<file path="config.mk">
export PLATFORM = sky130hd
export DESIGN_NAME = relu_avgpool8_batchnorm_requant_unit
export DESIGN_NICKNAME = d
export VERILOG_FILES = /design/src/hdl/rabq_pkg.sv /design/src/hdl/rabq_ctrl.sv /design/src/hdl/rabq_dpath.sv /design/src/hdl/relu_avgpool8_batchnorm_requant_unit.sv
export SDC_FILE = /design/constraint.sdc
export NUM_CORES = 1
export LEC_CHECK = 0
export BUFFER_PORTS_ARGS = -buffer_cell sky130_fd_sc_hd__clkbuf_2
export CELL_PAD_IN_SITES_DETAIL_PLACEMENT = 0
export CELL_PAD_IN_SITES_GLOBAL_PLACEMENT = 1
export CORE_AREA = 3 3 192 194
export CTS_CLUSTER_SIZE = 10
export DETAILED_ROUTE_END_ITERATION = 10
export DIE_AREA = 0 0 195 197
export HOLD_SLACK_MARGIN = 0.03
export PLACE_DENSITY = 0.85
export SETUP_SLACK_MARGIN = 0.05
export SLEW_MARGIN = 10
export SYNTH_ARGS = -nofsm -noshare
export SYNTH_HDL_FRONTEND = slang
export SYNTH_SLANG_ARGS = --single-unit
</file>
<file path="constraint.sdc">
create_clock -name clk -period 14.16 [get_ports clk]
set_clock_uncertainty 0.05 [all_clocks]
set_input_delay 0.708 -clock clk [delete_from_list [all_inputs] [get_ports clk]]
set_output_delay 0.708 -clock clk [all_outputs]
set_load 0.01 [all_outputs]
</file>
<file path="src/hdl/rabq_pkg.sv">
// shared constants and control types for the relu / pool / batch-norm requantiser
package rabq_pkg;

	// field and register widths
	localparam int SAMPLE_W = 32;
	localparam int PORT_W   = 32;
	localparam int ACC_W    = 35;
	localparam int DIVD_W   = ACC_W + 1;
	localparam int FACT_W   = 31;
	localparam int OFF_W    = 32;
	localparam int CFG_W    = 32;
	localparam int CFG_IDX_W = 2;
	localparam int OUT_W    = 8;

	// clamp value width: one bit above the sample so the threshold always fits
	localparam int CLAMP_W  = SAMPLE_W + 1;

	// register indexes
	localparam logic [CFG_IDX_W-1:0] REG_MODE   = 2'd0;
	localparam logic [CFG_IDX_W-1:0] REG_FACTOR = 2'd1;
	localparam logic [CFG_IDX_W-1:0] REG_OFFSET = 2'd2;

	// mode codes
	localparam logic MODE_BN    = 1'b0;
	localparam logic MODE_PLAIN = 1'b1;

	// reset values
	localparam logic [FACT_W-1:0] FACTOR_RESET = 31'd8;

	// window and divider timing
	localparam int POOL_SHIFT = 3;
	localparam logic [2:0] POOL_LAST = 3'd7;
	localparam int DIV_STEPS = DIVD_W / 2;
	localparam int STEP_W    = $clog2(DIV_STEPS);

	// int8 clip limits
	localparam int CLIP_HI = 127;

	// controller to datapath commands
	typedef struct packed {
		logic acc;   // add the incoming word to the window sum
		logic prep;  // close the window and load the divider
		logic step;  // two quotient bits
		logic emit;  // load the output register
	} cmd_t;

	// datapath to controller status
	typedef struct packed {
		logic plain;     // mode in force
		logic out_free;  // output register can take a word this cycle
	} sts_t;

endpackage

</file>
<file path="src/hdl/rabq_ctrl.sv">
// controller: window count, divider sequencing and output hand-off
module rabq_ctrl (
	input  logic           clk,
	input  logic           arst_n,
	input  logic           in_valid,
	output logic           in_stall,
	input  rabq_pkg::sts_t sts,
	output rabq_pkg::cmd_t cmd
);

	typedef enum logic [1:0] {
		ST_IDLE,
		ST_PREP,
		ST_DIV,
		ST_EMIT
	} state_t;

	state_t                      state_q;
	logic [2:0]                  cnt_q;
	logic [rabq_pkg::STEP_W-1:0] step_q;
	logic                        in_take;

	// input is only taken while no window is being closed
	assign in_stall = (state_q != ST_IDLE);
	assign in_take  = in_valid && !in_stall;

	// commands decoded from state
	always_comb begin
		cmd      = '0;
		cmd.acc  = in_take;
		cmd.prep = (state_q == ST_PREP);
		cmd.step = (state_q == ST_DIV);
		cmd.emit = (state_q == ST_EMIT) && sts.out_free;
	end

	// state, window count and divide step count
	always_ff @(posedge clk or negedge arst_n) begin
		if (!arst_n) begin
			state_q <= ST_IDLE;
			cnt_q   <= '0;
			step_q  <= '0;
		end else begin
			case (state_q)
				ST_IDLE: begin
					if (in_take) begin
						cnt_q <= cnt_q + 3'd1;
						if (cnt_q == rabq_pkg::POOL_LAST) begin
							state_q <= ST_PREP;
						end
					end
				end
				ST_PREP: begin
					step_q <= '0;
					if (sts.plain == rabq_pkg::MODE_PLAIN) begin
						state_q <= ST_EMIT;
					end else begin
						state_q <= ST_DIV;
					end
				end
				ST_DIV: begin
					step_q <= step_q + rabq_pkg::STEP_W'(1);
					if (step_q == rabq_pkg::STEP_W'(rabq_pkg::DIV_STEPS - 1)) begin
						state_q <= ST_EMIT;
					end
				end
				ST_EMIT: begin
					if (sts.out_free) begin
						state_q <= ST_IDLE;
					end
				end
				default: begin
					state_q <= ST_IDLE;
				end
			endcase
		end
	end

endmodule

</file>
<file path="src/hdl/rabq_dpath.sv">
// datapath: config registers, clamp and accumulate, serial divider, clip and output register
module rabq_dpath (
	input  logic                                  clk,
	input  logic                                  arst_n,
	input  logic                                  cfg_we,
	input  logic [rabq_pkg::CFG_IDX_W-1:0]        cfg_index,
	input  logic [rabq_pkg::CFG_W-1:0]            cfg_data,
	input  logic signed [rabq_pkg::PORT_W-1:0]    sample,
	input  logic                                  out_stall,
	input  rabq_pkg::cmd_t                        cmd,
	output rabq_pkg::sts_t                        sts,
	output logic                                  out_valid,
	output logic signed [rabq_pkg::OUT_W-1:0]     pooled
);

	logic                                 mode_q;
	logic [rabq_pkg::FACT_W-1:0]          factor_q;
	logic signed [rabq_pkg::OFF_W-1:0]    offset_q;
	logic signed [rabq_pkg::ACC_W-1:0]    sum_q;
	logic [rabq_pkg::DIVD_W-1:0]          quo_q;
	logic [rabq_pkg::FACT_W-1:0]          rem_q;
	logic                                 neg_q;
	logic                                 plain_q;
	logic signed [rabq_pkg::OUT_W-1:0]    plain_res_q;
	logic                                 out_valid_q;
	logic signed [rabq_pkg::OUT_W-1:0]    pooled_q;

	logic signed [rabq_pkg::OFF_W-1:0]    off_sh;
	logic signed [rabq_pkg::CLAMP_W-1:0]  thr;
	logic signed [rabq_pkg::CLAMP_W-1:0]  s_ext;
	logic signed [rabq_pkg::CLAMP_W-1:0]  s_clamp;
	logic signed [rabq_pkg::ACC_W-1:0]    sum_next;
	logic signed [rabq_pkg::DIVD_W-1:0]   dividend;
	logic signed [rabq_pkg::ACC_W-1:0]    sum_sh;
	logic [rabq_pkg::FACT_W-1:0]          dvs;
	logic [rabq_pkg::FACT_W:0]            r_a;
	logic [rabq_pkg::FACT_W:0]            r_b;
	logic [rabq_pkg::FACT_W:0]            r_a2;
	logic [rabq_pkg::FACT_W:0]            r_b2;
	logic                                 ge_a;
	logic                                 ge_b;
	logic signed [rabq_pkg::OUT_W-1:0]    div_res;

	// clip a signed sum to int8
	function automatic logic signed [rabq_pkg::OUT_W-1:0] clip_sum(
		input logic signed [rabq_pkg::ACC_W-1:0] v
	);
		logic signed [rabq_pkg::OUT_W-1:0] r;
		if (v > rabq_pkg::ACC_W'(rabq_pkg::CLIP_HI)) begin
			r = rabq_pkg::OUT_W'(rabq_pkg::CLIP_HI);
		end else if (v < -rabq_pkg::ACC_W'(rabq_pkg::CLIP_HI + 1)) begin
			r = rabq_pkg::OUT_W'(-(rabq_pkg::CLIP_HI + 1));
		end else begin
			r = v[rabq_pkg::OUT_W-1:0];
		end
		return r;
	endfunction

	// config registers
	always_ff @(posedge clk or negedge arst_n) begin
		if (!arst_n) begin
			mode_q   <= rabq_pkg::MODE_BN;
			factor_q <= rabq_pkg::FACTOR_RESET;
			offset_q <= '0;
		end else if (cfg_we) begin
			case (cfg_index)
				rabq_pkg::REG_MODE:   mode_q   <= cfg_data[0];
				rabq_pkg::REG_FACTOR: factor_q <= cfg_data[rabq_pkg::FACT_W-1:0];
				rabq_pkg::REG_OFFSET: offset_q <= cfg_data[rabq_pkg::OFF_W-1:0];
				default: ;
			endcase
		end
	end

	// per-word floor: -(offset >>> 3) in batch-norm mode, zero in plain mode
	always_comb begin
		off_sh = offset_q >>> rabq_pkg::POOL_SHIFT;
		if (mode_q == rabq_pkg::MODE_BN) begin
			thr = -{off_sh[rabq_pkg::OFF_W-1], off_sh};
		end else begin
			thr = '0;
		end
		s_ext = {{(rabq_pkg::CLAMP_W - rabq_pkg::SAMPLE_W){sample[rabq_pkg::SAMPLE_W-1]}},
			sample[rabq_pkg::SAMPLE_W-1:0]};
		s_clamp  = (s_ext < thr) ? thr : s_ext;
		sum_next = sum_q + {{(rabq_pkg::ACC_W - rabq_pkg::CLAMP_W){s_clamp[rabq_pkg::CLAMP_W-1]}},
			s_clamp};
	end

	// window close: offset-adjusted dividend and shifted sum
	assign dividend = {sum_q[rabq_pkg::ACC_W-1], sum_q}
		+ {{(rabq_pkg::DIVD_W - rabq_pkg::OFF_W){offset_q[rabq_pkg::OFF_W-1]}}, offset_q};
	assign sum_sh = sum_q >>> rabq_pkg::POOL_SHIFT;

	// radix-4 restoring divide step on magnitudes
	always_comb begin
		dvs  = (factor_q == '0) ? rabq_pkg::FACT_W'(1) : factor_q;
		r_a  = {rem_q, quo_q[rabq_pkg::DIVD_W-1]};
		ge_a = (r_a >= {1'b0, dvs});
		r_a2 = ge_a ? (r_a - {1'b0, dvs}) : r_a;
		r_b  = {r_a2[rabq_pkg::FACT_W-1:0], quo_q[rabq_pkg::DIVD_W-2]};
		ge_b = (r_b >= {1'b0, dvs});
		r_b2 = ge_b ? (r_b - {1'b0, dvs}) : r_b;
	end

	// quotient sign and int8 clip
	always_comb begin
		if (neg_q) begin
			if (quo_q > rabq_pkg::DIVD_W'(rabq_pkg::CLIP_HI + 1)) begin
				div_res = rabq_pkg::OUT_W'(-(rabq_pkg::CLIP_HI + 1));
			end else begin
				div_res = -quo_q[rabq_pkg::OUT_W-1:0];
			end
		end else begin
			if (quo_q > rabq_pkg::DIVD_W'(rabq_pkg::CLIP_HI)) begin
				div_res = rabq_pkg::OUT_W'(rabq_pkg::CLIP_HI);
			end else begin
				div_res = quo_q[rabq_pkg::OUT_W-1:0];
			end
		end
	end

	// window sum
	always_ff @(posedge clk or negedge arst_n) begin
		if (!arst_n) begin
			sum_q <= '0;
		end else if (cmd.prep) begin
			sum_q <= '0;
		end else if (cmd.acc) begin
			sum_q <= sum_next;
		end
	end

	// divider and plain-mode result
	always_ff @(posedge clk) begin
		if (cmd.prep) begin
			neg_q       <= dividend[rabq_pkg::DIVD_W-1];
			quo_q       <= dividend[rabq_pkg::DIVD_W-1] ? 
				rabq_pkg::DIVD_W'(-dividend) : rabq_pkg::DIVD_W'(dividend);
			rem_q       <= '0;
			plain_q     <= mode_q;
			plain_res_q <= clip_sum(sum_sh);
		end else if (cmd.step) begin
			quo_q <= {quo_q[rabq_pkg::DIVD_W-3:0], ge_a, ge_b};
			rem_q <= r_b2[rabq_pkg::FACT_W-1:0];
		end
	end

	// output register
	always_ff @(posedge clk or negedge arst_n) begin
		if (!arst_n) begin
			out_valid_q <= 1'b0;
		end else if (cmd.emit) begin
			out_valid_q <= 1'b1;
		end else if (!out_stall) begin
			out_valid_q <= 1'b0;
		end
	end

	always_ff @(posedge clk) begin
		if (cmd.emit) begin
			pooled_q <= (plain_q == rabq_pkg::MODE_PLAIN) ? plain_res_q : div_res;
		end
	end

	assign out_valid    = out_valid_q;
	assign pooled       = pooled_q;
	assign sts.plain    = mode_q;
	assign sts.out_free = !out_valid_q || !out_stall;

endmodule

</file>
<file path="src/hdl/relu_avgpool8_batchnorm_requant_unit.sv">
// top level of the relu / average-pool-by-eight / batch-norm int8 requantiser
//
//  channel   direction  handshake           payload
//  input     in         in_valid/in_stall   sample  (32 bits, signed)
//  output    out        out_valid/out_stall pooled  (8 bits, signed)
//  config    in         cfg_we              cfg_index (2 bits), cfg_data (32 bits)
//
// sample words are taken while no window is being closed; the eighth word of a
// window stalls the input while the window is closed, the radix-4 serial divider
// runs in batch-norm mode (two quotient bits per step) and the output register is
// loaded once it is free; plain mode skips the divider
// asynchronous active-low reset clears the window sum and count and loads the
// register defaults (mode 0, factor 8, offset 0)
// a stalled output only holds up the input once the next window is ready to emit
module relu_avgpool8_batchnorm_requant_unit (
	input  logic                                  clk,
	input  logic                                  arst_n,
	input  logic                                  cfg_we,
	input  logic [rabq_pkg::CFG_IDX_W-1:0]        cfg_index,
	input  logic [rabq_pkg::CFG_W-1:0]            cfg_data,
	input  logic                                  in_valid,
	output logic                                  in_stall,
	input  logic signed [rabq_pkg::PORT_W-1:0]    sample,
	output logic                                  out_valid,
	input  logic                                  out_stall,
	output logic signed [rabq_pkg::OUT_W-1:0]     pooled
);

	rabq_pkg::cmd_t cmd;
	rabq_pkg::sts_t sts;

	// sequencing
	rabq_ctrl u_ctrl (
		.clk      (clk),
		.arst_n   (arst_n),
		.in_valid (in_valid),
		.in_stall (in_stall),
		.sts      (sts),
		.cmd      (cmd)
	);

	// arithmetic and storage
	rabq_dpath u_dpath (
		.clk       (clk),
		.arst_n    (arst_n),
		.cfg_we    (cfg_we),
		.cfg_index (cfg_index),
		.cfg_data  (cfg_data),
		.sample    (sample),
		.out_stall (out_stall),
		.cmd       (cmd),
		.sts       (sts),
		.out_valid (out_valid),
		.pooled    (pooled)
	);

endmodule

</file>
# == Yosys cells after proc, flatten, opt, wreduce, memory -nomap -nowiden ==
# Index checks and enable logic that the tools add are counted.
# classes
addsub,9
order_cmp,7
eq_ne,12
mux,24
n_reduce_logical,17
# op_table
op,count
36-bit 2-to-1 mux,3
31-bit 2-to-1 mux,3
35-bit 2-to-1 mux,2
33-bit 2-to-1 mux,2
32-bit by 31-bit >= comparator with 1-bit output,2
31-bit subtractor,2
8-bit 2-to-1 mux,5
35-bit by 32-bit adder with 36-bit output,1
36-bit by 7-bit > comparator with 1-bit output (second input constant),1
36-bit by 8-bit > comparator with 1-bit output (second input constant),1
36-bit negation,1
35-bit adder,1
32-bit by 33-bit less-than comparator with 1-bit output,1
33-bit negation,1
32-bit by 8-bit > comparator with 1-bit output (second input constant),1
32-bit by 8-bit less-than comparator with 1-bit output (second input constant),1
31-bit logical NOT,1
2-bit by 1-bit inequality test with 1-bit output (second input constant),5
5-bit one-hot mux with 2 select lines,1
2-bit 2-to-1 mux,4
8-bit negation,1
2-bit one-hot mux with 4 select lines,1
2-bit AND reduction,4
2-bit == test (second input constant),3
12 further kinds,21
# totals
regBits,195
inputBits,71
output_inout_bits,10

# == Depth between registers and ports, before layout ==
# Gate-level depths: netlist of run 1.
# logic_depth
word_depth,7
depth_mapped,30

# == By module ==
# From an unflattened synthesis of run 1, not the netlist that was laid out.
# unflattened
cells_unflattened,2137
hier_area_um2,18063.6
# modules_own_cells
module,n_inst,cells_each,area_each_um2
rabq_dpath,1,2075,17453.0
rabq_ctrl,1,62,610.6

# == Worst setup path after synthesis of run 1 ==
# Ideal clock, no wire load.
# synth_timing
kind,register to register
from,register u_dpath.offset_q[13] (netlist name)
to,register u_dpath.sum_q[28] (netlist name)
arrival_time_ns,7.577
required_ns,14.014
slack_ns,6.437
stages_incl_launch_ff,29
path_buffers,1
path_cell_list,dfrtp_1 or4_4 nor4_2 or4b_4 or2_2 or3_1 or4_1 xor2_1 nand2b_1 ha_1 a21o_1 a21oi_1 o21ai_0 a211o_1 a211oi_1 clkbuf_1 mux2i_1 ha_1 nor2b_1 o21ai_0 a21oi_1 o21a_1 o21ai_0 o31ai_1 a31oi_1 o21ai_0 or2_2 xnor2_1 o31ai_1
# synth_via
elab_chain_len,7
# synth_lines
item,line_no,source
from (decl),rabq_dpath.sv:18,logic signed [rabq_pkg::OFF_W-1:0] offset_q;
from (signal assigned),rabq_dpath.sv:69,rabq_pkg::REG_OFFSET: offset_q <= cfg_data[rabq_pkg::OFF_W-1:0];
33-bit negation (*),rabq_dpath.sv:79,"thr = -{off_sh[rabq_pkg::OFF_W-1], off_sh};"
33-bit 2-to-1 mux (*),rabq_dpath.sv:78,if (mode_q == rabq_pkg::MODE_BN) begin
32-bit by 33-bit less-than comparator with 1-bit output,rabq_dpath.sv:85,s_clamp = (s_ext < thr) ? thr : s_ext;
33-bit 2-to-1 mux (*),rabq_dpath.sv:85,
35-bit adder (*),rabq_dpath.sv:86,"sum_next = sum_q + {{(rabq_pkg::ACC_W - rabq_pkg::CLAMP_W){s_clamp[rabq_pkg::CLAMP_W-1]}},"
35-bit 2-to-1 mux (*),rabq_dpath.sv:129,end else if (cmd.acc) begin
35-bit 2-to-1 mux (*),rabq_dpath.sv:127,end else if (cmd.prep) begin
to (signal assigned),rabq_dpath.sv:130,sum_q <= sum_next;
to (decl),rabq_dpath.sv:19,logic signed [rabq_pkg::ACC_W-1:0] sum_q;
# Mark *: on every way between the ends. The rest lies on a longest branch, timed or not. The select of a mux whose other input is x is not followed.
# A chain may end at the register's enable or synchronous reset.

# == Final worst setup path of run 1 ==
# layout_timing
from,register u_dpath.offset_q[13] (netlist name)
to,register u_dpath.sum_q[31] (netlist name)
# Same word-level chain as after synthesis.

==> flow_metrics.env, run 1 <==
export IMPL_viasPerCell=6.13
export IMPL_vias_in_the_first_global_route=16000
export IMPL_drt_antenna_violating_nets=0
export IMPL_cts_root_to_sink_buffers=2
export IMPL_finish_net_count=2491
export IMPL_gr_usage_all_layers_pct=28.2
export IMPL_boundaryPins=81
export IMPL_synthXorXnorAreaFrac_pct=6.18
export IMPL_cts_tree="done"
export IMPL_cts_htree_levels=4
export IMPL_totalPowerFinal_w=0.00467
export IMPL_synthDistinctLibCells=98
export IMPL_postCtsHoldBufs=0
export IMPL_final_period_minus_worst_setup_slack_ns=8.83
export IMPL_synth_compound_area_share_pct=22.9
export IMPL_status="completed"
export IMPL_final_hold_violation_count=0
export IMPL_hpwl_mm=43.4
export IMPL_drt_first_iter_violations=1207
export IMPL_ys_warn_count=0
export IMPL_critical_path_startpoint_type="flop"
export IMPL_antenna_violations_before_repair=1
export IMPL_drtPass1Iterations=5
export IMPL_final_design_area_no_fill_mm2=0.0199
export IMPL_adder_cell_share_of_the_synthesized_area_pct=12.2
export IMPL_power_density_mw_per_mm2=234
export IMPL_grt_pass1_wl_mm=86.7
export IMPL_slew_violations=0
export IMPL_clock_sinks=195
export IMPL_place_gp_congestion=0.932
export IMPL_setup_violations_final=0
export IMPL_start_util_pct=52.4
export IMPL_postSynthNetCount=2463
export IMPL_syn_to_final_growth_pct=7.28
export IMPL_seq_area_frac_synth_pct=26.9
export IMPL_worstPathArrival_ns=9.17
export IMPL_final_setup_tns_ns=0
export IMPL_area_of_the_placeable_core_mm2=0.0354
export IMPL_remaining_drc_errors=0
export IMPL_holdWs_ns=0.307
export IMPL_maxClockFrequency_mhz=113
export IMPL_critical_path_max_stage_delay_ns=0.59
export IMPL_synthMuxAreaShare_pct=7.96
export IMPL_die_area_mm2=0.0384
export IMPL_timing_critical_path_slowest_stage_cell="sky130_fd_sc_hd__or4_4"
export IMPL_cp_top_family="simple AND/OR/NAND/NOR gates"
export IMPL_fin_crit_sh_pct=62.4
export IMPL_worst_slew_pin_transition_ns=1.07
export IMPL_cts_resized=0
export IMPL_grt_max_degree=76
export IMPL_synthesis_area_per_instance_um2=8.38
export IMPL_drt_total_wl_mm=54.9
export IMPL_diodes=0
export IMPL_layout_common_cells="sky130_fd_sc_hd__nand2_1, sky130_fd_sc_hd__a21oi_1, sky130_fd_sc_hd__nor2_1, sky130_fd_sc_hd__ha_1, sky130_fd_sc_hd__inv_1"
export IMPL_synthesis_instances=2214
export IMPL_cts_setup_buffers=0
export IMPL_min_delay_path_class="input pin to async pin"
export IMPL_timing_critical_path_fanout_max=33
export IMPL_route_vias_total=16700
export IMPL_setup_worst_path_class="flop to flop"
export IMPL_postSynth_topFlopCell="sky130_fd_sc_hd__dfrtp_1"
export IMPL_drive_gt1_share_pct=11.6
export IMPL_grt_overflow_total=0
export IMPL_mostFrequentLayoutCell="sky130_fd_sc_hd__nand2_1"
export IMPL_worstSkewPairLatency_ns=0.46
export IMPL_max_vdd_ir_drop_mv=0.245
export IMPL_timing_slew_headroom_pct=27.9
export IMPL_root_buffer_cell="sky130_fd_sc_hd__clkbuf_16"
export IMPL_placed_cell_area_mm2=0.0193
export IMPL_ys_ff_latch=195
export IMPL_worst_path_buf_inv=1
export IMPL_synth_area_mm2=0.0186
export IMPL_path_clk_slew_ns=0.08
export IMPL_share_of_async_settable_or_async_resettable_flops_after_synthesis_pct=56.4
export IMPL_timing_critical_path_required_ns=14.50
export IMPL_grt_setup_unrepaired="false"
export IMPL_critPathMostFrequentCell="sky130_fd_sc_hd__a21oi_1"
export IMPL_setup_worst_path_end_class="flop"
export IMPL_synth_edff_count=54
export IMPL_dominant_combinational_cell_family_by_area_after_synthesis="compound AO/OA/AOI/OAI gates"
export IMPL_fp_row_count=69
export IMPL_post_synth_and_or_nand_nor_area_fraction_pct=19.5
export IMPL_die_w_um=195
export IMPL_timing_max_cap_violations=0
export IMPL_number_of_cts_inserted_buffers=17
export IMPL_dieHeight_um=197
export IMPL_place_port_buffers=80
export IMPL_routed_wire_length_per_instance_um=20.2
export IMPL_leakagePower_nw=8.78
## report_power, final
| part | internal, W | total (W) | switching, W | leakage, nW |
|---|---|---|---|---|
| Clock | 0.000235 | 0.000487 | 0.000252 | 0.277 |
| Combinational | 0.00124 | 0.00309 | 0.00185 | 6.37 |
| Sequential | 0.000852 | 0.00109 | 0.000234 | 2.14 |
## sequential cells by signal, indices dropped and copies added (netlist names)
name	cells
u_ctrl.cnt_q	3
u_ctrl.state_q	2
u_ctrl.step_q	5
u_dpath.factor_q	31
u_dpath.mode_q	1
u_dpath.neg_q	1
u_dpath.offset_q	32
u_dpath.out_valid	1
u_dpath.plain_q	1
u_dpath.plain_res_q	8
u_dpath.pooled	8
u_dpath.quo_q	36
u_dpath.rem_q	31
u_dpath.sum_q	35
## final timing paths
| path | start | endpoint | slack, ns | cells after the start |
|---|---|---|---|---|
| hold reg to reg | u_ctrl.cnt_q[1] | u_ctrl.cnt_q[1] | 0.44 | 2 |
| min in group clk | cfg_data[31] | u_dpath.offset_q[31] | 0.44 | 2 |
| hold / removal | arst_n | u_dpath.offset_q[13] | 0.31 | 1 |
| max in group asynchronous | arst_n | u_dpath.factor_q[25] | 12.48 | 2 |
| setup reg to reg | u_dpath.offset_q[13] | u_dpath.sum_q[31] | 5.33 | 28 |
| setup / recovery | u_dpath.offset_q[13] | u_dpath.sum_q[31] | 5.33 | 28 |
## cell type report
class	count	area [um^2]
multi-input combinational	1804	12800
sequential	195	5000
inverter	130	488
timing repair buffer	94	508
clock buffer	18	429
clock inverter	14	139
fill	3341	15500
tap	461	577
## Yosys cell counts (all sizes together), types with 9 or more instances
cell | number | share of area, %
or2 | 14 | 0.47
dfrtp | 109 | 15
nand2 | 199 | 4.0
a21oi | 188 | 5.1
ha | 174 | 12
or3 | 17 | 0.57
nand4 | 33 | 1.1
mux2 | 77 | 4.7
xor2 | 51 | 2.4
nor4 | 34 | 1.3
and3 | 23 | 0.78
o211ai | 11 | 0.45
o21bai | 21 | 0.85
nor3b | 9 | 0.36
buf | 16 | 0.38
a31oi | 23 | 0.81
edfxtp | 54 | 8.7
clkbuf | 69 | 1.4
o41ai | 9 | 0.61
inv | 129 | 2.6
a211oi | 46 | 1.9
nor3 | 50 | 1.3
o21a | 20 | 0.81
dfxtp | 31 | 3.3
nand3 | 45 | 1.2
and2 | 15 | 0.51
a21o | 72 | 2.9
nor2 | 176 | 3.6
o31ai | 21 | 0.85
a2111oi | 9 | 0.66
or4 | 11 | 0.51
or3b | 10 | 0.47
xnor2 | 80 | 3.8
o21ai | 133 | 3.6
mux2i | 61 | 3.3
nand2b | 35 | 1.2
nor2b | 21 | 0.71
## layer usage
layer | track usage (%) | up-vias | part of all wire [%]
li1 | - | 8221 | -
met3 | 4.17 | 78 | 6.1
met1 | 40.0 | 7911 | 47
met5 | 0 | - | 0.031
met2 | 44.4 | 439 | 44
met4 | 9.64 | 2 | 3.3
## per-stage QoR
step | setup slack [ns] | util (%) | cells
2_1_floorplan | 6.44 | - | 2214
3_3_place_gp | 5.54 | 54.6 | 2684
3_5_place_dp | 5.43 | 54.6 | 2684
4_1_cts | 5.36 | 56.2 | 2716
5_1_grt | 4.74 | 56.2 | 2716
6_report | 5.33 | 56.2 | 2716
## logic make-up after synthesis
logic type | after synthesis
adder cells (fa/ha/maj) | 178
multiplexers | 138
AO/OA/AOI/OAI | 641
AND/OR/NAND/NOR | 716
XOR/XNOR | 131
buffers and inverters | 215
flip-flops | 195
## worst register-to-register path: cells and delay by family (launching register included)
| kind | cells | cell delay, ns |
|---|---|---|
| compound gates | 13 | 3.01 |
| xor+xnor | 1 | 0.17 |
| fa+ha+maj | 2 | 0.56 |
| buf+inv | 1 | 0.52 |
| flops | 1 | 0.43 |
| mux | 1 | 0.44 |
| simple gates | 10 | 3.58 |
Power figures use the tool's default switching activity.
==> inputs of run 2 (changes only) <==
--- a/config.mk
+++ b/config.mk
@@ -5,15 +5,16 @@
 export SDC_FILE = /design/constraint.sdc
 export NUM_CORES = 1
 export LEC_CHECK = 0
+export ABC_AREA = 1
 export BUFFER_PORTS_ARGS = -buffer_cell sky130_fd_sc_hd__clkbuf_2
 export CELL_PAD_IN_SITES_DETAIL_PLACEMENT = 0
 export CELL_PAD_IN_SITES_GLOBAL_PLACEMENT = 1
-export CORE_AREA = 3 3 192 194
+export CORE_AREA = 3 3 217 219
 export CTS_CLUSTER_SIZE = 10
 export DETAILED_ROUTE_END_ITERATION = 10
-export DIE_AREA = 0 0 195 197
+export DIE_AREA = 0 0 220 222
 export HOLD_SLACK_MARGIN = 0.03
-export PLACE_DENSITY = 0.85
+export PLACE_DENSITY = 0.79
 export SETUP_SLACK_MARGIN = 0.05
 export SLEW_MARGIN = 10
 export SYNTH_ARGS = -nofsm -noshare
==> constraint.sdc (replaced) <==
create_clock -name clk -period 9.2 [get_ports clk]
set_clock_uncertainty 0.05 [all_clocks]
set_input_delay 0.46 -clock clk [delete_from_list [all_inputs] [get_ports clk]]
set_output_delay 0.46 -clock clk [all_outputs]
set_load 0.01 [all_outputs]
==> flow_metrics.env, run 2 <==
export IMPL_leakagePower_nw=11.7
export IMPL_place_ws_ns=1.85
export IMPL_clock_sinks=195
export IMPL_drt_total_wl_mm=76.3
export IMPL_hpwl_mm=63.7
export IMPL_drtPass1Iterations=6
export IMPL_diodes=0
export IMPL_dieHeight_um=222
export IMPL_fin_crit_sh_pct=79.8
export IMPL_power_density_mw_per_mm2=418
export IMPL_route_vias_total=21600
export IMPL_routed_wire_length_per_instance_um=19.3
export IMPL_postSynth_topFlopCell="sky130_fd_sc_hd__dfrtp_1"
export IMPL_synth_edff_count=54
export IMPL_final_period_minus_worst_setup_slack_ns=7.34
export IMPL_maxClockFrequency_mhz=136
export IMPL_synthDominantAreaCellType="sky130_fd_sc_hd__nand2_1"
export IMPL_syn_to_final_growth_pct=7.77
export IMPL_ys_ff_latch=195
export IMPL_synth_area_top_cells="sky130_fd_sc_hd__nand2_1, sky130_fd_sc_hd__dfrtp_1, sky130_fd_sc_hd__ha_1"
export IMPL_worst_path_buf_inv=8
export IMPL_layout_setup_ws_ns=1.86
export IMPL_post_synth_top_count_cell="sky130_fd_sc_hd__nand2_1"
export IMPL_layout_common_cells="sky130_fd_sc_hd__nand2_1, sky130_fd_sc_hd__inv_1, sky130_fd_sc_hd__nor2_1, sky130_fd_sc_hd__nand3_1, sky130_fd_sc_hd__o21ai_0"
export IMPL_path_clk_slew_ns=0.08
export IMPL_critPathMostFrequentCell="sky130_fd_sc_hd__nand2_1"
export IMPL_place_port_buffers=80
export IMPL_root_buffer_cell="sky130_fd_sc_hd__clkbuf_16"
export IMPL_synthDominantCellAreaShare_pct=18.5
export IMPL_drt_antenna_violating_nets=0
export IMPL_worst_slew_pin_transition_ns=1.20
export IMPL_largest_register="u_dpath.quo_q"
export IMPL_synthesis_area_per_instance_um2=6.18
export IMPL_synth_top_cells_by_count="sky130_fd_sc_hd__nand2_1, sky130_fd_sc_hd__inv_1, sky130_fd_sc_hd__nor2_1, sky130_fd_sc_hd__nand3_1, sky130_fd_sc_hd__o21ai_0"
export IMPL_grt_pass1_wl_mm=116
export IMPL_max_vdd_ir_drop_mv=0.269
export IMPL_cts_root_to_sink_buffers=2
export IMPL_timing_max_cap_violations=0
export IMPL_drt_first_iter_violations=2061
export IMPL_timing_critical_path_required_ns=9.51
export IMPL_synthDistinctLibCells=55
export IMPL_critical_path_max_stage_delay_ns=0.52
export IMPL_timing_critical_path_slowest_stage_cell="sky130_fd_sc_hd__o21bai_1"
export IMPL_setup_worst_path_end_class="flop"
export IMPL_antenna_violations_before_repair=2
export IMPL_status="completed"
export IMPL_remaining_drc_errors=0
export IMPL_start_util_pct=45.0
export IMPL_grt_max_degree=65
export IMPL_die_area_mm2=0.0488
export IMPL_synthesis_instances=3301
export IMPL_viasPerCell=5.45
export IMPL_vias_in_the_first_global_route=19800
export IMPL_share_of_async_settable_or_async_resettable_flops_after_synthesis_pct=56.4
export IMPL_ys_warn_count=0
export IMPL_place_gp_congestion=1.00
export IMPL_worstSkewPairLatency_ns=0.50
export IMPL_dp_cells=3927
export IMPL_final_setup_tns_ns=0
export IMPL_cts_tree="done"
export IMPL_seq_area_frac_synth_pct=24.5
export IMPL_finish_net_count=3596
export IMPL_die_w_um=220
export IMPL_totalPowerFinal_w=0.00918
export IMPL_gr_usage_all_layers_pct=31.2
export IMPL_final_hold_violation_count=0
export IMPL_number_of_cts_inserted_buffers=17
export IMPL_area_of_the_placeable_core_mm2=0.0453
export IMPL_min_delay_path_class="input pin to flop"
export IMPL_critical_path_startpoint_type="flop"
export IMPL_setup_worst_path_class="flop to flop"
export IMPL_final_instance_count_excl_fill=3960
export IMPL_timing_critical_path_fanout_max=32
export IMPL_drive_gt1_share_pct=5.57
export IMPL_largest_register_ffs=36
export IMPL_synth_area_mm2=0.0204
export IMPL_cts_htree_levels=4
export IMPL_timing_slew_headroom_pct=19.8
export IMPL_worstPathArrival_ns=7.65
export IMPL_setup_violations_final=0
export IMPL_boundaryPins=81
export IMPL_mostFrequentLayoutCell="sky130_fd_sc_hd__nand2_1"
export IMPL_top_regs="u_dpath.quo_q (36), u_dpath.sum_q (35), u_dpath.offset_q (32)"
export IMPL_slew_violations=0
export IMPL_cp_top_family="simple AND/OR/NAND/NOR gates"
export IMPL_grt_setup_unrepaired="false"
export IMPL_postSynthNetCount=3550
export IMPL_fp_row_count=78
export IMPL_grt_overflow_total=0
==> run 2: cell count changes after synthesis, sizes merged, moves of 23 or more <==
| cell | previous run | this run |
|---|---|---|
| mux2 | 77 | 0 |
| and3 | 23 | 0 |
| a21o | 72 | 17 |
| nand4 | 33 | 60 |
| xnor2 | 80 | 34 |
| nor2 | 176 | 278 |
| o21ai | 133 | 241 |
| nand2 | 199 | 1015 |
| a211oi | 46 | 1 |
| nand2b | 35 | 0 |
| nand3 | 45 | 245 |
| inv | 129 | 533 |
| mux2i | 61 | 0 |
==> run 2: kinds of logic after synthesis <==
logic type | count (synthesis) | share of synthesized area [%]
simple gates | 1708 | 35.3
buf+inv | 605 | 11.4
compound gates | 546 | 14.7
flops | 195 | 24.5
fa+ha+maj | 178 | 11.1
xor+xnor | 69 | 3.06
==> run 2: final cells by class <==
type	instances	area, um^2
tap	600	751
timing repair buffer	96	526
sequential	195	5000
fill	4864	23300
inverter	536	2010
clock inverter	9	106
clock buffer	23	493
multi-input combinational	2501	13100
==> run 2: final timing paths <==
path                                       from              endpoint  slack (ns)  depth (start not counted)
max                        u_dpath.factor_q[17]      u_dpath.rem_q[6]        1.86                         37
min                                   out_stall     u_dpath.out_valid        0.15                          3
max reg2reg                u_dpath.factor_q[17]      u_dpath.rem_q[6]        1.86                         37
min reg2reg                   u_dpath.rem_q[20]     u_dpath.rem_q[20]        0.43                          2
max in group asynchronous                arst_n  u_dpath.offset_q[23]        7.25                          3
min in group asynchronous                arst_n      u_ctrl.step_q[4]        0.50                          2
==> run 2: tightest hold or removal path: stages <==
cell,delay (ns)
sky130_fd_sc_hd__clkbuf_2,0.09
sky130_fd_sc_hd__nand2_1,0.06
sky130_fd_sc_hd__nand2_1,0.05
==> run 2: through the flow <==
stage               utilization [%]  hold slack [ns]  cell area [um^2]
detailed placement             47.2            0.423             21400
global route                   48.5            0.145             22000
CTS                            48.5            0.118             22000
finish                         48.5            0.154             22000
global placement               47.2            0.418             21400
floorplan                         -            0.114             20400
==> run 2: power breakdown <==
group          total (W)  internal (W)  switching, W
clock           0.000800      0.000416      0.000384
sequential       0.00161       0.00128      0.000332
combinational    0.00676       0.00217       0.00459
total            0.00918       0.00387       0.00531
==> run 2: timing repair <==
action / CTS / global route
buffers inserted: 0 / 0
hold endpoints to repair: 33 / 0
gates resized for setup: 0 / 0
endpoints found under the setup margin: 0 / 0
hold buffers: 1 / 0
==> run 2: per-layer routing <==
metal	global-route usage, %	vias up	wire length (um)
met5	0	-	0
met4	12.8	0	3260
met3	4.54	108	4840
met2	46.6	761	32500
met1	45.1	9882	35700
li1	-	10800	-
